===== config.mk =====
export PLATFORM = sky130hd
export DESIGN_NAME = shared_buffer_multi_queue
export DESIGN_NICKNAME = d
export VERILOG_FILES = /design/src/rtl/sbmq_pkg.sv /design/src/rtl/shared_buffer_multi_queue.sv
export SDC_FILE = /design/constraint.sdc
export NUM_CORES = 1
export LEC_CHECK = 0
export BUFFER_PORTS_ARGS = -buffer_cell sky130_fd_sc_hd__buf_2
export CAP_MARGIN = 20
export CELL_PAD_IN_SITES_DETAIL_PLACEMENT = 0
export CELL_PAD_IN_SITES_GLOBAL_PLACEMENT = 1
export CORE_ASPECT_RATIO = 0.5
export CORE_MARGIN = 3
export CORE_UTILIZATION = 38
export CTS_CLUSTER_SIZE = 8
export DETAILED_ROUTE_END_ITERATION = 16
export GPL_ROUTABILITY_DRIVEN = 0
export PLACE_DENSITY = 0.66
export SLEW_MARGIN = 0
export SYNTH_ARGS = -nofsm -noshare
export SYNTH_HDL_FRONTEND = slang
export SYNTH_SLANG_ARGS = --single-unit

===== constraint.sdc =====
create_clock -name clk -period 10 [get_ports clk]
set_input_delay 0.5 -clock clk [delete_from_list [all_inputs] [get_ports clk]]
set_output_delay 0.5 -clock clk [all_outputs]
set_load 0.1 [all_outputs]

===== src/rtl/sbmq_pkg.sv =====
// Package for the shared-buffer multi-queue: word types, status and operation codes,
// and sequencer states.
// No dependencies. Used by shared_buffer_multi_queue and sbmq_checker.
package sbmq_pkg;

  // Field widths fixed by the word formats.
  localparam int QID_W    = 2;
  localparam int DIN_W    = 32;
  localparam int DOUT_W   = 32;
  localparam int STATUS_W = 2;

  // Operation codes.
  localparam logic OP_ENQ = 1'b0;
  localparam logic OP_DEQ = 1'b1;

  // Status codes.
  localparam logic [STATUS_W-1:0] STAT_OK        = 2'd0;
  localparam logic [STATUS_W-1:0] STAT_OVERFLOW  = 2'd1;
  localparam logic [STATUS_W-1:0] STAT_UNDERFLOW = 2'd2;

  // Data returned with an underflow, and with every enqueue.
  localparam logic signed [DOUT_W-1:0] DOUT_UNDERFLOW = -32'sd1;
  localparam logic signed [DOUT_W-1:0] DOUT_ENQ       = 32'sd0;

  // Input word.
  typedef struct packed {
    logic                     operation;
    logic [QID_W-1:0]         queue_id;
    logic signed [DIN_W-1:0]  data_in;
  } in_word_t;

  // Result word.
  typedef struct packed {
    logic signed [DOUT_W-1:0] data_out;
    logic [STATUS_W-1:0]      status;
  } out_word_t;

  // Sequencer states.
  typedef enum logic [1:0] {
    ST_IDLE,
    ST_FETCH,
    ST_EXEC
  } seq_state_t;

endpackage


===== src/rtl/shared_buffer_multi_queue.sv =====
// Several FIFO queues threaded as linked lists through one shared data store,
// with a free list of unused entries. Depends on sbmq_pkg.
//
//   Channel   Ports                     Handshake
//   input     in_word, start, busy      word taken at a clock edge with start high, busy low
//   result    out_word, out_strobe      one word per input, shown for one cycle
//
// An enqueue keeps busy high through the execute state after it is taken, a dequeue
// through the fetch and execute states, so a new word cannot be taken before the last
// is finished. The dequeue needs the fetch state because the link table has one read
// port, and its address (the queue head) comes out of the registered head-pointer
// memory in the cycle after accept. The result is strobed in the same cycle that busy
// falls; the receiver cannot stall it. Synchronous reset; no clearing pass: never-used
// entries above a fill mark implicitly link to the next entry.
module shared_buffer_multi_queue #(
  parameter int ENTRIES    = 16,
  parameter int QUEUES     = 4,
  parameter int DATA_WIDTH = 32
) (
  input  logic                clk,
  input  logic                rst_n,
  input  logic                start,
  output logic                busy,
  input  sbmq_pkg::in_word_t  in_word,
  output logic                out_strobe,
  output sbmq_pkg::out_word_t out_word
);

  // Pointer widths: PW holds the null pointer (ENTRIES), IW indexes the store.
  localparam int PW = $clog2(ENTRIES + 1);
  localparam int IW = $clog2(ENTRIES);
  localparam int QW = (QUEUES > 1) ? $clog2(QUEUES) : 1;
  localparam logic [PW-1:0] NIL = PW'(ENTRIES);

  // Memories.
  logic [IW-1:0]         head_mem [QUEUES];
  logic [IW-1:0]         tail_mem [QUEUES];
  logic [PW-1:0]         link_mem [ENTRIES];
  logic [DATA_WIDTH-1:0] data_mem [ENTRIES];

  // Control and item registers.
  sbmq_pkg::seq_state_t state_r, state_nxt;
  logic [PW-1:0]        free_head_r, free_head_nxt;
  logic [PW-1:0]        fill_r, fill_nxt;
  logic [QUEUES-1:0]    ne_r, ne_nxt;
  logic                 out_strobe_r, out_strobe_nxt;
  sbmq_pkg::out_word_t  out_word_r, out_word_nxt;
  logic                 op_r;
  logic [sbmq_pkg::QID_W-1:0] q_r;
  logic signed [sbmq_pkg::DIN_W-1:0] data_r;

  // Registered memory read data.
  logic [IW-1:0]         head_rd_r;
  logic [IW-1:0]         tail_rd_r;
  logic [PW-1:0]         link_rd_r;
  logic [DATA_WIDTH-1:0] data_rd_r;

  // Memory write controls.
  logic                  head_we, tail_we, link_we, data_we;
  logic [IW-1:0]         head_wd, tail_wd, link_wa, data_wa;
  logic [PW-1:0]         link_wd;
  logic [DATA_WIDTH-1:0] data_wd;

  logic          accept;
  logic          in_q_ok, q_ok;
  logic [QW-1:0] in_idx, q_idx;
  logic          enq_ok, deq_ok, slot_fresh, last_one;
  logic [PW-1:0] link_rd_addr;
  logic [63:0]   din_wide;
  logic signed [63:0] dout_wide;

  assign busy       = (state_r != sbmq_pkg::ST_IDLE);
  assign accept     = start && !busy;
  assign out_strobe = out_strobe_r;
  assign out_word   = out_word_r;

  assign in_idx  = QW'(in_word.queue_id);
  assign in_q_ok = 32'(in_word.queue_id) < 32'(QUEUES);
  assign q_idx   = QW'(q_r);
  assign q_ok    = 32'(q_r) < 32'(QUEUES);

  // Item decode for the execute cycle.
  assign enq_ok     = q_ok && (free_head_r != NIL);
  assign deq_ok     = q_ok && ne_r[q_idx];
  assign slot_fresh = (free_head_r >= fill_r);
  assign last_one   = (head_rd_r == tail_rd_r);
  assign din_wide   = {32'd0, data_r};
  assign dout_wide  = 64'($signed(data_rd_r));

  // Link table is read at the free head on accept, at the queue head in fetch.
  assign link_rd_addr = (state_r == sbmq_pkg::ST_FETCH) ? PW'(head_rd_r) : free_head_r;

  // Next state of the sequencer.
  always_comb begin
    state_nxt = state_r;
    unique case (state_r)
      sbmq_pkg::ST_IDLE: begin
        if (start) begin
          state_nxt = (in_word.operation == sbmq_pkg::OP_DEQ) ? sbmq_pkg::ST_FETCH
                                                              : sbmq_pkg::ST_EXEC;
        end
      end
      sbmq_pkg::ST_FETCH: state_nxt = sbmq_pkg::ST_EXEC;
      sbmq_pkg::ST_EXEC:  state_nxt = sbmq_pkg::ST_IDLE;
      default:            state_nxt = sbmq_pkg::ST_IDLE;
    endcase
  end

  // Pointer updates, memory writes and the result of the execute cycle.
  always_comb begin
    head_we        = 1'b0;
    tail_we        = 1'b0;
    link_we        = 1'b0;
    data_we        = 1'b0;
    head_wd        = free_head_r[IW-1:0];
    tail_wd        = free_head_r[IW-1:0];
    link_wa        = tail_rd_r;
    link_wd        = free_head_r;
    data_wa        = free_head_r[IW-1:0];
    data_wd        = din_wide[DATA_WIDTH-1:0];
    free_head_nxt  = free_head_r;
    fill_nxt       = fill_r;
    ne_nxt         = ne_r;
    out_strobe_nxt = 1'b0;
    out_word_nxt   = out_word_r;
    if (state_r == sbmq_pkg::ST_EXEC) begin
      out_strobe_nxt = 1'b1;
      if (op_r == sbmq_pkg::OP_ENQ) begin
        out_word_nxt.data_out = sbmq_pkg::DOUT_ENQ;
        out_word_nxt.status   = enq_ok ? sbmq_pkg::STAT_OK : sbmq_pkg::STAT_OVERFLOW;
        if (enq_ok) begin
          // Take the free head; a never-used entry links to the next one.
          if (slot_fresh) begin
            free_head_nxt = PW'(free_head_r + 1'b1);
            fill_nxt      = PW'(fill_r + 1'b1);
          end else begin
            free_head_nxt = link_rd_r;
          end
          // Append to the queue: new head if empty, else link from the old tail.
          head_we       = !ne_r[q_idx];
          link_we       = ne_r[q_idx];
          link_wa       = tail_rd_r;
          link_wd       = free_head_r;
          tail_we       = 1'b1;
          data_we       = 1'b1;
          ne_nxt[q_idx] = 1'b1;
        end
      end else begin
        out_word_nxt.data_out = deq_ok ? dout_wide[sbmq_pkg::DOUT_W-1:0]
                                       : sbmq_pkg::DOUT_UNDERFLOW;
        out_word_nxt.status   = deq_ok ? sbmq_pkg::STAT_OK : sbmq_pkg::STAT_UNDERFLOW;
        if (deq_ok) begin
          // Unlink the head; a single-entry queue runs empty.
          if (last_one) begin
            ne_nxt[q_idx] = 1'b0;
          end else begin
            head_we = 1'b1;
            head_wd = link_rd_r[IW-1:0];
          end
          // Push the entry onto the front of the free list.
          link_we       = 1'b1;
          link_wa       = head_rd_r;
          link_wd       = free_head_r;
          free_head_nxt = PW'(head_rd_r);
        end
      end
    end
  end

  // Control registers.
  always_ff @(posedge clk) begin
    if (!rst_n) begin
      state_r      <= sbmq_pkg::ST_IDLE;
      free_head_r  <= '0;
      fill_r       <= '0;
      ne_r         <= '0;
      out_strobe_r <= 1'b0;
    end else begin
      state_r      <= state_nxt;
      free_head_r  <= free_head_nxt;
      fill_r       <= fill_nxt;
      ne_r         <= ne_nxt;
      out_strobe_r <= out_strobe_nxt;
    end
  end

  // Item and result payload registers.
  always_ff @(posedge clk) begin
    if (accept) begin
      op_r   <= in_word.operation;
      q_r    <= in_word.queue_id;
      data_r <= in_word.data_in;
    end
    out_word_r <= out_word_nxt;
  end

  // Head and tail pointer memories, read on accept of an in-range queue id.
  always_ff @(posedge clk) begin
    if (head_we) begin
      head_mem[q_idx] <= head_wd;
    end
    if (tail_we) begin
      tail_mem[q_idx] <= tail_wd;
    end
    if (accept && in_q_ok) begin
      head_rd_r <= head_mem[in_idx];
      tail_rd_r <= tail_mem[in_idx];
    end
  end

  // Link table: one write and one read per cycle.
  always_ff @(posedge clk) begin
    if (link_we) begin
      link_mem[link_wa] <= link_wd;
    end
    if (accept || (state_r == sbmq_pkg::ST_FETCH)) begin
      link_rd_r <= link_mem[link_rd_addr[IW-1:0]];
    end
  end

  // Data store, read at the queue head in fetch.
  always_ff @(posedge clk) begin
    if (data_we) begin
      data_mem[data_wa] <= data_wd;
    end
    if (state_r == sbmq_pkg::ST_FETCH) begin
      data_rd_r <= data_mem[head_rd_r];
    end
  end

endmodule


==> results of run 1 <==
## registers in the layout, summed over array words and instances, names as in the netlist, 4 cells and up, named ones only
register / count
head_rd_r: 4
fill_r: 5
link_rd_r: 5
data_rd_r: 32
out_word: 34
tail_rd_r: 4
link_mem: 80
head_mem: 16
data_r: 32
data_mem: 512
tail_mem: 16
free_head_r: 5
## per-layer routing
metal	GRT usage (%)	routed length, um	vias up
met5	0	0	-
met4	4.202	1058	0
met3	2.740	2679	82
met2	25.90	30550	333
met1	20.86	26060	7247
li1	-	-	5767
## worst max-delay path, delay by kind of cell (launching register included)
kind	cells	cell delay [ns]
simple gates	3	1.84
buf+inv	1	0.84
mux	1	0.48
flops	1	0.47
## area by class of cell
cell class	instances	area, um^2	share of cell area, %
Sequential cell	755	22500	66.57
Tap cell	1008	1261	3.731
Inverter	11	41.29	0.1222
Timing Repair Buffer	131	1027	3.039
Multi-Input combinational cell	463	6083	18.00
Clock inverter	5	106.4	0.3147
Clock buffer	134	2779	8.222
## cell usage in the layout, fill, tap and decap left out, drive strengths merged, types with 3 or more instances in the layout
| cell | instances |
|---|---|
| edfxtp | 738 |
| mux4 | 174 |
| clkbuf | 134 |
| buf | 105 |
| mux2i | 45 |
| o21a | 36 |
| dlygate4sd3 | 26 |
| nor2 | 26 |
| nand2 | 25 |
| nor3 | 25 |
| dfxtp | 17 |
| o22ai | 16 |
| inv | 11 |
| ha | 10 |
| mux2 | 9 |
| o21ai | 9 |
| a21oi | 9 |
| nor2b | 9 |
| nor4 | 7 |
| nand2b | 6 |
| o31ai | 6 |
| nand3 | 6 |
| a31oi | 5 |
| xor2 | 4 |
| or4 | 4 |
| or3 | 4 |
| clkinv | 4 |
| nand3b | 3 |
| o31a | 3 |
## timing repair
item	4_1_cts	5_1_grt
endpoints found under the hold margin	26	0
hold buffers	26	0
setup buffers	0	0
## where the power goes
group / leakage [uW] / switching (uW) / total [uW] / internal [uW]
Combinational: 0.00264 / 190 / 329 / 139
Clock: 0.00139 / 1230 / 3140 / 1910
Sequential: 0.00676 / 49.5 / 3580 / 3530
## synth_stat cells (5+ instances only)
cell | number | area [um^2]
clkbuf_1 | 35 | 131.4
o21a_1 | 36 | 270.3
buf_2 | 14 | 70.07
edfxtp_1 | 738 | 22160
nor3_1 | 24 | 120.1
nand3_1 | 6 | 30.03
nand2b_1 | 6 | 37.54
mux2i_1 | 44 | 440.4
a21oi_1 | 9 | 45.04
o22ai_1 | 16 | 100.1
nor2b_1 | 8 | 50.05
inv_1 | 10 | 37.54
ha_1 | 10 | 125.1
buf_1 | 9 | 33.78
o21ai_0 | 9 | 45.04
mux2_2 | 9 | 101.4
dfxtp_1 | 17 | 340.3
a31oi_1 | 5 | 31.28
nor4_1 | 7 | 43.79
nor2_1 | 26 | 97.59
mux4_2 | 174 | 3919
nand2_1 | 25 | 93.84
o31ai_1 | 6 | 45.04
## how the worst max path moves through the flow
stage                        start               to  slack [ns]  depth (start not counted)
finish                  state_r[1]  link_mem[10][3]        5.95                          5
global route            state_r[1]  link_mem[14][2]        5.62                          5
CTS                     state_r[1]  link_mem[14][1]        5.90                          5
detailed placement      state_r[1]  link_mem[14][2]        5.91                          5
global placement    free_head_r[0]  data_mem[8][18]        6.03                          6
floorplan           free_head_r[0]   data_mem[0][0]        5.55                          6
## kinds of logic (layout without fill, tap and decap cells)
group / count (synthesis) / count (layout) / share of synthesized area (%)
compound gates: 93 / 93 / 2.230
buf+inv: 74 / 281 / 1.143
flops: 755 / 755 / 78.16
simple gates: 126 / 126 / 2.304
xor+xnor: 6 / 6 / 0.1825
fa+ha+maj: 10 / 10 / 0.4346
mux: 228 / 228 / 15.54
## per-stage QoR
step	power [uW]	setup slack, ns	hold slack [ns]
3_5_place_dp	3965	5.913	0.4899
4_1_cts	7123	5.900	0.00001704
2_1_floorplan	3859	5.545	0.4581
5_1_grt	7281	5.622	0.01381
3_3_place_gp	3956	6.031	0.4713
6_report	7047	5.951	0.04110
==> impl_metrics.toml, run 1 <==
[status]
outcome = "complete, no violations"

[placement]
dp_hpwl_um = 34020
placed_cell_area_um2 = 30650
port_buffers = 73
placedCellCount = 2342

[critical_path]
reg2regPathDepth = 5
critPathLaunchType = "flop"
crit_arrival_ns = 4.28
r2r-end = "link_mem[10][3]"
reg2reg_slack_ns = 5.95
max_stage_delay_ns = 0.87
cp-end-kind = "flop"
crit_type = "flop to flop"
crit_fanout = 38
crit_chain = "nand2b_1, inv_2, nand2_1, mux2_2, nor4_1"
critPathSlowestCell = "nor4_1"
crit_required_ns = 10.23
r2r-start = "state_r[1]"

[drt]
drc_errors = 0
drtIter0Drc = 1078
viasPerCell = 5.357
vias = 13429
routed_wl_um = 60360
dr.pass1.iters = 5
ant_nets = 0
avgRoutedWirePerCell_um = 24.07

[timing]
fmax_mhz = 247.0
relSlewSlack_pct = 27.84
rsz0062_at_grt = "no"
fin_skew_ns = 0.03474
finalSetupTns_ns = 0
fin_crit_ns = 4.049
worstMarginPinSlew_ns = 1.073
fin_crit_sh_pct = 40.49
setup_viol = 0
final_hold_viol_count = 0
slew_viol_final = 0

[floorplan]
die_x_um = 395.2
start_util_pct = 38.90
dieArea_um2 = 79300
core_area_um2 = 74010
die_height_um = 200.6
num_io_pins = 74
row_count = 70

[clock_network]
cts_buffers = 104
clockBufferDepth = 3
clock_latency_ns = 0.65
cts_tree = "yes"
clk_pin_slew_ns = 0.05
htreeDepth = 3
ctsResizeCount = 0
cts_sinks = 755
cts_root_buf = "clkbuf_16"

[layout]
final_area_um2 = 33800
antenna_cells = 0
final_core_util_pct = 45.67
drive_gt1_share_pct = 28.55
instances_no_fill = 2507
fill_cells = 6094
nNetsFinal = 1514
areaGrowthSynthToFinish_pct = 17.41

[synthesis]
ys_warn_count = 0
synthFlopType = "edfxtp_1"
syn_area_per_cell_um2 = 22.28
synth_edf_count = 738
synth_cells = 1292
yosysSeqAreaShare_pct = 78.16
syn_area_um2 = 28790
synthDistinctLibCells = 50
synth_nets = 1340
synthArstFlopShare_pct = 0
synth-seq-cells = 755

[grt]
overflow = 0
grt_pass1_vias = 14475
antenna_found_initial = 0
grt_max_degree = 92
grt.total_usage_pct = 15.43
grt_first_pass_wirelength_um = 92670

[pwr]
ir_worst_vdd_v = 0.0001261
p_leak_uw = 0.01080
power_density_nw_per_um2 = 208.5

[worst_hold_path]
min_to = "data_r[25]"
hp-class = "primary input to flop"
hold_depth = 1
worstHoldStart = "in_word[25]"

[run]
cap_violations = 0
No activity file was read; power rests on OpenSTA's default activity.
==> run 2, diff against run 1 <==
--- a/config.mk
+++ b/config.mk
@@ -15,7 +15,7 @@
 export CTS_CLUSTER_SIZE = 8
 export DETAILED_ROUTE_END_ITERATION = 16
 export GPL_ROUTABILITY_DRIVEN = 0
-export PLACE_DENSITY = 0.66
+export PLACE_DENSITY = 0.68
 export SLEW_MARGIN = 0
 export SYNTH_ARGS = -nofsm -noshare
 export SYNTH_HDL_FRONTEND = slang
==> constraint.sdc (replaced) <==
create_clock -name clk -period 3.4 [get_ports clk]
set_input_delay 0.17 -clock clk [delete_from_list [all_inputs] [get_ports clk]]
set_output_delay 0.17 -clock clk [all_outputs]
set_load 0.1 [all_outputs]
==> run 2 against run 1 <==
Compared with the run above: die area is the same; highest routed layer unchanged; worst hold slack better by 0.19 ns; clock skew up 0.014 ns; core utilization grew 0.54 points; maximum frequency is 37% higher; register-to-register slack got worse by 5.5 ns; clock power grew to 2.9 times the previous value; clock-buffer cell count fell by 7; critical endpoint is now link_mem[8][1]; combinational power grew to 3.1 times the previous value; cell area rose by 1.2%; sequential power rose to 2.9 times the previous value.
==> impl_metrics.toml, run 2 (synthesized netlist as in run 1, its figures left out) <==
[status]
outcome = "complete, no violations"

[pwr]
power_density_nw_per_um2 = 603.3
p_leak_uw = 0.01096
ir_worst_vdd_v = 0.0003715
p_total_uw = 20630

[layout]
antenna_cells = 0
instances_no_fill = 2539
drive_gt1_share_pct = 29.65
final_area_um2 = 34200
layout_commonest_cell = "edfxtp_1"
final_core_util_pct = 46.21
nNetsFinal = 1553
largest_reg_flops = 512
final_cell_mix = "edfxtp_1 (738), mux4_2 (174), clkbuf_16 (106)"
largest-register = "data_mem"
areaGrowthSynthToFinish_pct = 18.80

[drt]
top_layer_used = "met4"
drt-met1-wl_um = 27310
route.met2.wl_um = 32420
vias = 13846
met3WireLength_um = 3892
avgRoutedWirePerCell_um = 25.51
drc_errors = 0
drtIter0Drc = 1261
viasPerCell = 5.453
routed_wl_um = 64760
ant_nets = 0
dr.pass1.iters = 5

[timing]
slew_viol_final = 0
fin_crit_ns = 2.953
setup_viol = 0
fin_crit_sh_pct = 86.86
final_hold_viol_count = 0
finalSetupTns_ns = 0
relSlewSlack_pct = 36.21
fin_skew_ns = 0.04914
worstMarginPinSlew_ns = 0.9569
fmax_mhz = 338.6
rsz0062_at_grt = "no"

[grt]
grt_max_degree = 130
grt_first_pass_wirelength_um = 96920
grt.total_usage_pct = 16.51
grt_pass1_vias = 14546
antenna_found_initial = 0
overflow = 0

[clock_network]
cts_root_buf = "clkbuf_16"
cts_tree = "yes"
clock_latency_ns = 0.65
htreeDepth = 3
cts_sinks = 755
post_cts_buffers = 0
clk_pin_slew_ns = 0.06
cts_buffers = 104
clockBufferDepth = 3
ctsResizeCount = 0

[critical_path]
critPathLaunchType = "flop"
reg2reg_slack_ns = 0.45
cp-end-kind = "flop"
r2r-start = "q_idx[0]"
r2r-end = "link_mem[8][1]"
crit_type = "flop to flop"
crit_arrival_ns = 3.20
crit_fanout = 9
reg2regPathDepth = 5
crit_required_ns = 3.65

[placement]
placed_cell_area_um2 = 30990
placedCellCount = 2370
port_buffers = 73
dp_hpwl_um = 34710

[floorplan]
start_util_pct = 38.90
die_x_um = 395.2
num_io_pins = 74
die_height_um = 200.6
core_area_um2 = 74010
row_count = 70
dieArea_um2 = 79300

[run]
cap_violations = 0

[worst_hold_path]
min_to = "data_r[20]"
hold_depth = 2
hp-class = "primary input to flop"
worstHoldStart = "in_word[20]"
run 2: cell count changes in the layout (fill, tap and decap cells not counted):
cell | previous run | this run
buf_12 | 3 | 21
buf_16 | 6 | 0
buf_4 | 22 | 39
buf_6 | 1 | 0
clkbuf_1 | 27 | 21
clkbuf_16 | 107 | 106
clkinv_1 | 1 | 2
dlygate4sd3_1 | 26 | 37
inv_2 | 1 | 0
nor3_2 | 5 | 1
nor3_4 | 0 | 4
run 2: stage by stage:
step / hold slack [ns] / worst slack, ns
2_1_floorplan: 0.2689 / -0.2021
3_3_place_gp: 0.3461 / 0.5767
3_5_place_dp: 0.3484 / 0.4674
4_1_cts: 0.1845 / 0.4189
5_1_grt: 0.2030 / 0.2137
6_report: 0.2324 / 0.4468
run 2: area by class of cell:
class | count | area (um^2)
flip-flops and latches | 755 | 22500
fillers | 6000 | 39810
well taps | 1008 | 1261
multi-input cells | 463 | 6108
repair buffers | 170 | 1449
clock buffers | 127 | 2731
clock inverters | 5 | 106.4
inverters | 11 | 41.29
run 2: power by group:
group	total [uW]	switching [uW]	internal (uW)	leakage, uW
sequential	10500	141	10400	0.00676
combinational	1020	587	435	0.00283
clock	9090	3560	5530	0.00137
run 2: metal layers:
layer / GRT usage, % / up-vias
li1: - / 5848
met1: 22.77 / 7409
met2: 27.33 / 498
met3: 2.846 / 91
met4: 4.363 / 0
met5: 0 / -
run 2: repair_timing:
action / in CTS / in global routing
hold endpoints to repair: 48 / 0
setup endpoints to repair: 0 / 0
hold buffers: 37 / 0
run 2: worst max-delay path by stage:
stage                   start        endpoint  slack [ns]  cells after the start
6_report             q_idx[0]  link_mem[8][1]        0.45                      5
5_1_grt              q_idx[1]  link_mem[8][4]        0.21                      5
4_1_cts              q_idx[0]  link_mem[4][1]        0.42                      5
3_5_place_dp         q_idx[0]  link_mem[4][4]        0.47                      5
3_3_place_gp         q_idx[0]  link_mem[8][0]        0.58                      5
2_1_floorplan  free_head_r[0]  data_mem[4][0]       -0.20                      6
run 2: worst max-delay path, cell delays in order, from the launching register on:
cell	delay (ns)
edfxtp_1	0.39
mux4_2	0.58
and2_4	0.20
nand2_1	0.34
mux2_2	0.43
nor3_1	0.61
==> run 3, diff against run 2 <==
--- a/config.mk
+++ b/config.mk
@@ -5,17 +5,16 @@
 export SDC_FILE = /design/constraint.sdc
 export NUM_CORES = 1
 export LEC_CHECK = 0
-export BUFFER_PORTS_ARGS = -buffer_cell sky130_fd_sc_hd__buf_2
 export CAP_MARGIN = 20
 export CELL_PAD_IN_SITES_DETAIL_PLACEMENT = 0
 export CELL_PAD_IN_SITES_GLOBAL_PLACEMENT = 1
 export CORE_ASPECT_RATIO = 0.5
-export CORE_MARGIN = 3
 export CORE_UTILIZATION = 38
 export CTS_CLUSTER_SIZE = 8
 export DETAILED_ROUTE_END_ITERATION = 16
+export DONT_BUFFER_PORTS = 1
 export GPL_ROUTABILITY_DRIVEN = 0
-export PLACE_DENSITY = 0.68
+export PLACE_DENSITY = 0.67
 export SLEW_MARGIN = 0
 export SYNTH_ARGS = -nofsm -noshare
 export SYNTH_HDL_FRONTEND = slang
==> run 3 against run 2 <==
Compared with the run above: total power down 0.22%; maximum frequency down 5.2%; setup slack worse by 0.16 ns; clock-buffer cell count up 1; routed wire length down 5.3%; register-to-register slack worse by 0.16 ns; clock skew up 0.00082 ns; via count down 3.7%; sequential share of layout area up 0.88 points; clock power about the same; first-iteration DRC count down 18%; worst hold slack worse by 0.089 ns.
==> impl_metrics.toml, run 3 (synthesized netlist as in run 1, its figures left out) <==
[clock_network]
cts_root_buf = "clkbuf_16"
clk_pin_slew_ns = 0.05
cts_buffers = 104
htreeDepth = 3
ctsResizeCount = 0
clock_latency_ns = 0.66
cts_tree = "yes"
clockBufferDepth = 3
cts_sinks = 755
post_cts_buffers = 0

[placement]
port_buffers = 0
placedCellCount = 2303
placed_cell_area_um2 = 30510
dp_hpwl_um = 33460

[grt]
antenna_found_initial = 1
grt_pass1_vias = 14223
grt_first_pass_wirelength_um = 91640
overflow = 0
grt.total_usage_pct = 16.28
grt_max_degree = 45

[critical_path]
crit_required_ns = 3.75
critPathSlowestCell = "mux4_2"
crit_arrival_ns = 3.47
cp.buffers_inverters = 1
crit_fanout = 11
max_stage_delay_ns = 0.59
cp-end-kind = "flop"
cp_top_family = "simple AND/OR/NAND/NOR gates"
critPathLaunchType = "flop"
crit_chain = "mux4_2, and2_4, nand2_1, mux2_2, nor4_1, buf_4"
crit_type = "flop to flop"

[floorplan]
start_util_pct = 38.90
num_io_pins = 74
row_count = 70
core_area_um2 = 74010
dieArea_um2 = 76930
die_height_um = 196.6
die_x_um = 391.2

[layout]
largest-register = "data_mem"
ff_latch_area_um2 = 22500
antenna_cells = 0
areaGrowthSynthToFinish_pct = 17.23
final_core_util_pct = 45.60
largest_reg_flops = 512
multiInputGateArea_um2 = 6108
nNetsFinal = 1487
final_cell_mix = "edfxtp_1 (738), mux4_2 (174), clkbuf_16 (106)"
drive_gt1_share_pct = 26.53
layout_commonest_cell = "edfxtp_1"
fill_cells = 6021
instances_no_fill = 2474
final_area_um2 = 33750

[timing]
fin_skew_ns = 0.04996
final_hold_viol_count = 0
setup_viol = 0
worstMarginPinSlew_ns = 0.9358
holdWs_ns = 0.1433
fmax_mhz = 321.2
rsz0062_at_grt = "no"
fin_crit_ns = 3.114
slew_viol_final = 0
relSlewSlack_pct = 37.33
fin_crit_sh_pct = 91.58

[worst_hold_path]
hp-class = "primary input to flop"

[pwr]
p_total_uw = 20590
ir_worst_vdd_v = 0.0004349
p_leak_uw = 0.01068
power_density_nw_per_um2 = 610.1

[run]
cap_violations = 0

[drt]
dr.pass1.iters = 5
drc_errors = 0
ant_nets = 0
avgRoutedWirePerCell_um = 24.78
routed_wl_um = 61310
drtIter0Drc = 1036
vias = 13333
viasPerCell = 5.389

[status]
outcome = "complete, no violations"
-- run 3: changes by cell type in the layout (fill, tap and decap cells not counted) --
cell / previous run / this run
buf_2: 73 / 0
buf_4: 39 / 58
buf_12: 21 / 9
clkbuf_1: 21 / 22
clkinv_1: 2 / 1
clkinv_8: 0 / 1
inv_2: 0 / 1
inv_6: 1 / 0
-- run 3: cell type report --
class | count | share of cell area (%)
Tap cell | 1008 | 3.737
Clock buffer | 128 | 8.105
Timing Repair Buffer | 104 | 2.922
Multi-Input combinational cell | 463 | 18.10
Inverter | 11 | 0.1223
Sequential cell | 755 | 66.68
Clock inverter | 5 | 0.3374
-- run 3: worst paths after layout --
path | from | endpoint | slack [ns] | depth (start not counted)
setup / recovery | q_idx[0] | link_mem[14][0] | 0.29 | 6
hold / removal | in_word[24] | data_r[24] | 0.14 | 1
setup reg to reg | q_idx[0] | link_mem[14][0] | 0.29 | 6
hold reg to reg | fill_r[4] | fill_r[4] | 0.50 | 2
-- run 3: where the power goes --
group	internal [uW]	total [uW]	leakage [uW]	switching (uW)
clock network	5540	9080	0.00137	3550
logic	416	866	0.00255	450
registers	10400	10600	0.00676	255
total	16300	20600	0.0107	4250
-- run 3: routing by layer --
| metal | routed length, um | global-route usage (%) | vias up |
|---|---|---|---|
| met5 | 8 | 0 | - |
| met4 | 1391 | 5.664 | 2 |
| met3 | 2976 | 2.985 | 105 |
| met2 | 30970 | 27.25 | 337 |
| met1 | 25960 | 21.47 | 7177 |
| li1 | - | - | 5712 |
-- run 3: repair_timing --
action                     4_1_cts  5_1_grt
hold endpoints to repair        60        0
hold buffers                    37        0
setup endpoints to repair        0        0
-- run 3: per-stage QoR --
step | worst slack, ns | setup TNS, ns
after floorplan | -0.2021 | -72.44
after global placement | 0.4097 | 0
after detailed placement | 0.3218 | 0
after CTS | 0.3173 | 0
after global routing | 0.1368 | 0
final | 0.2863 | 0
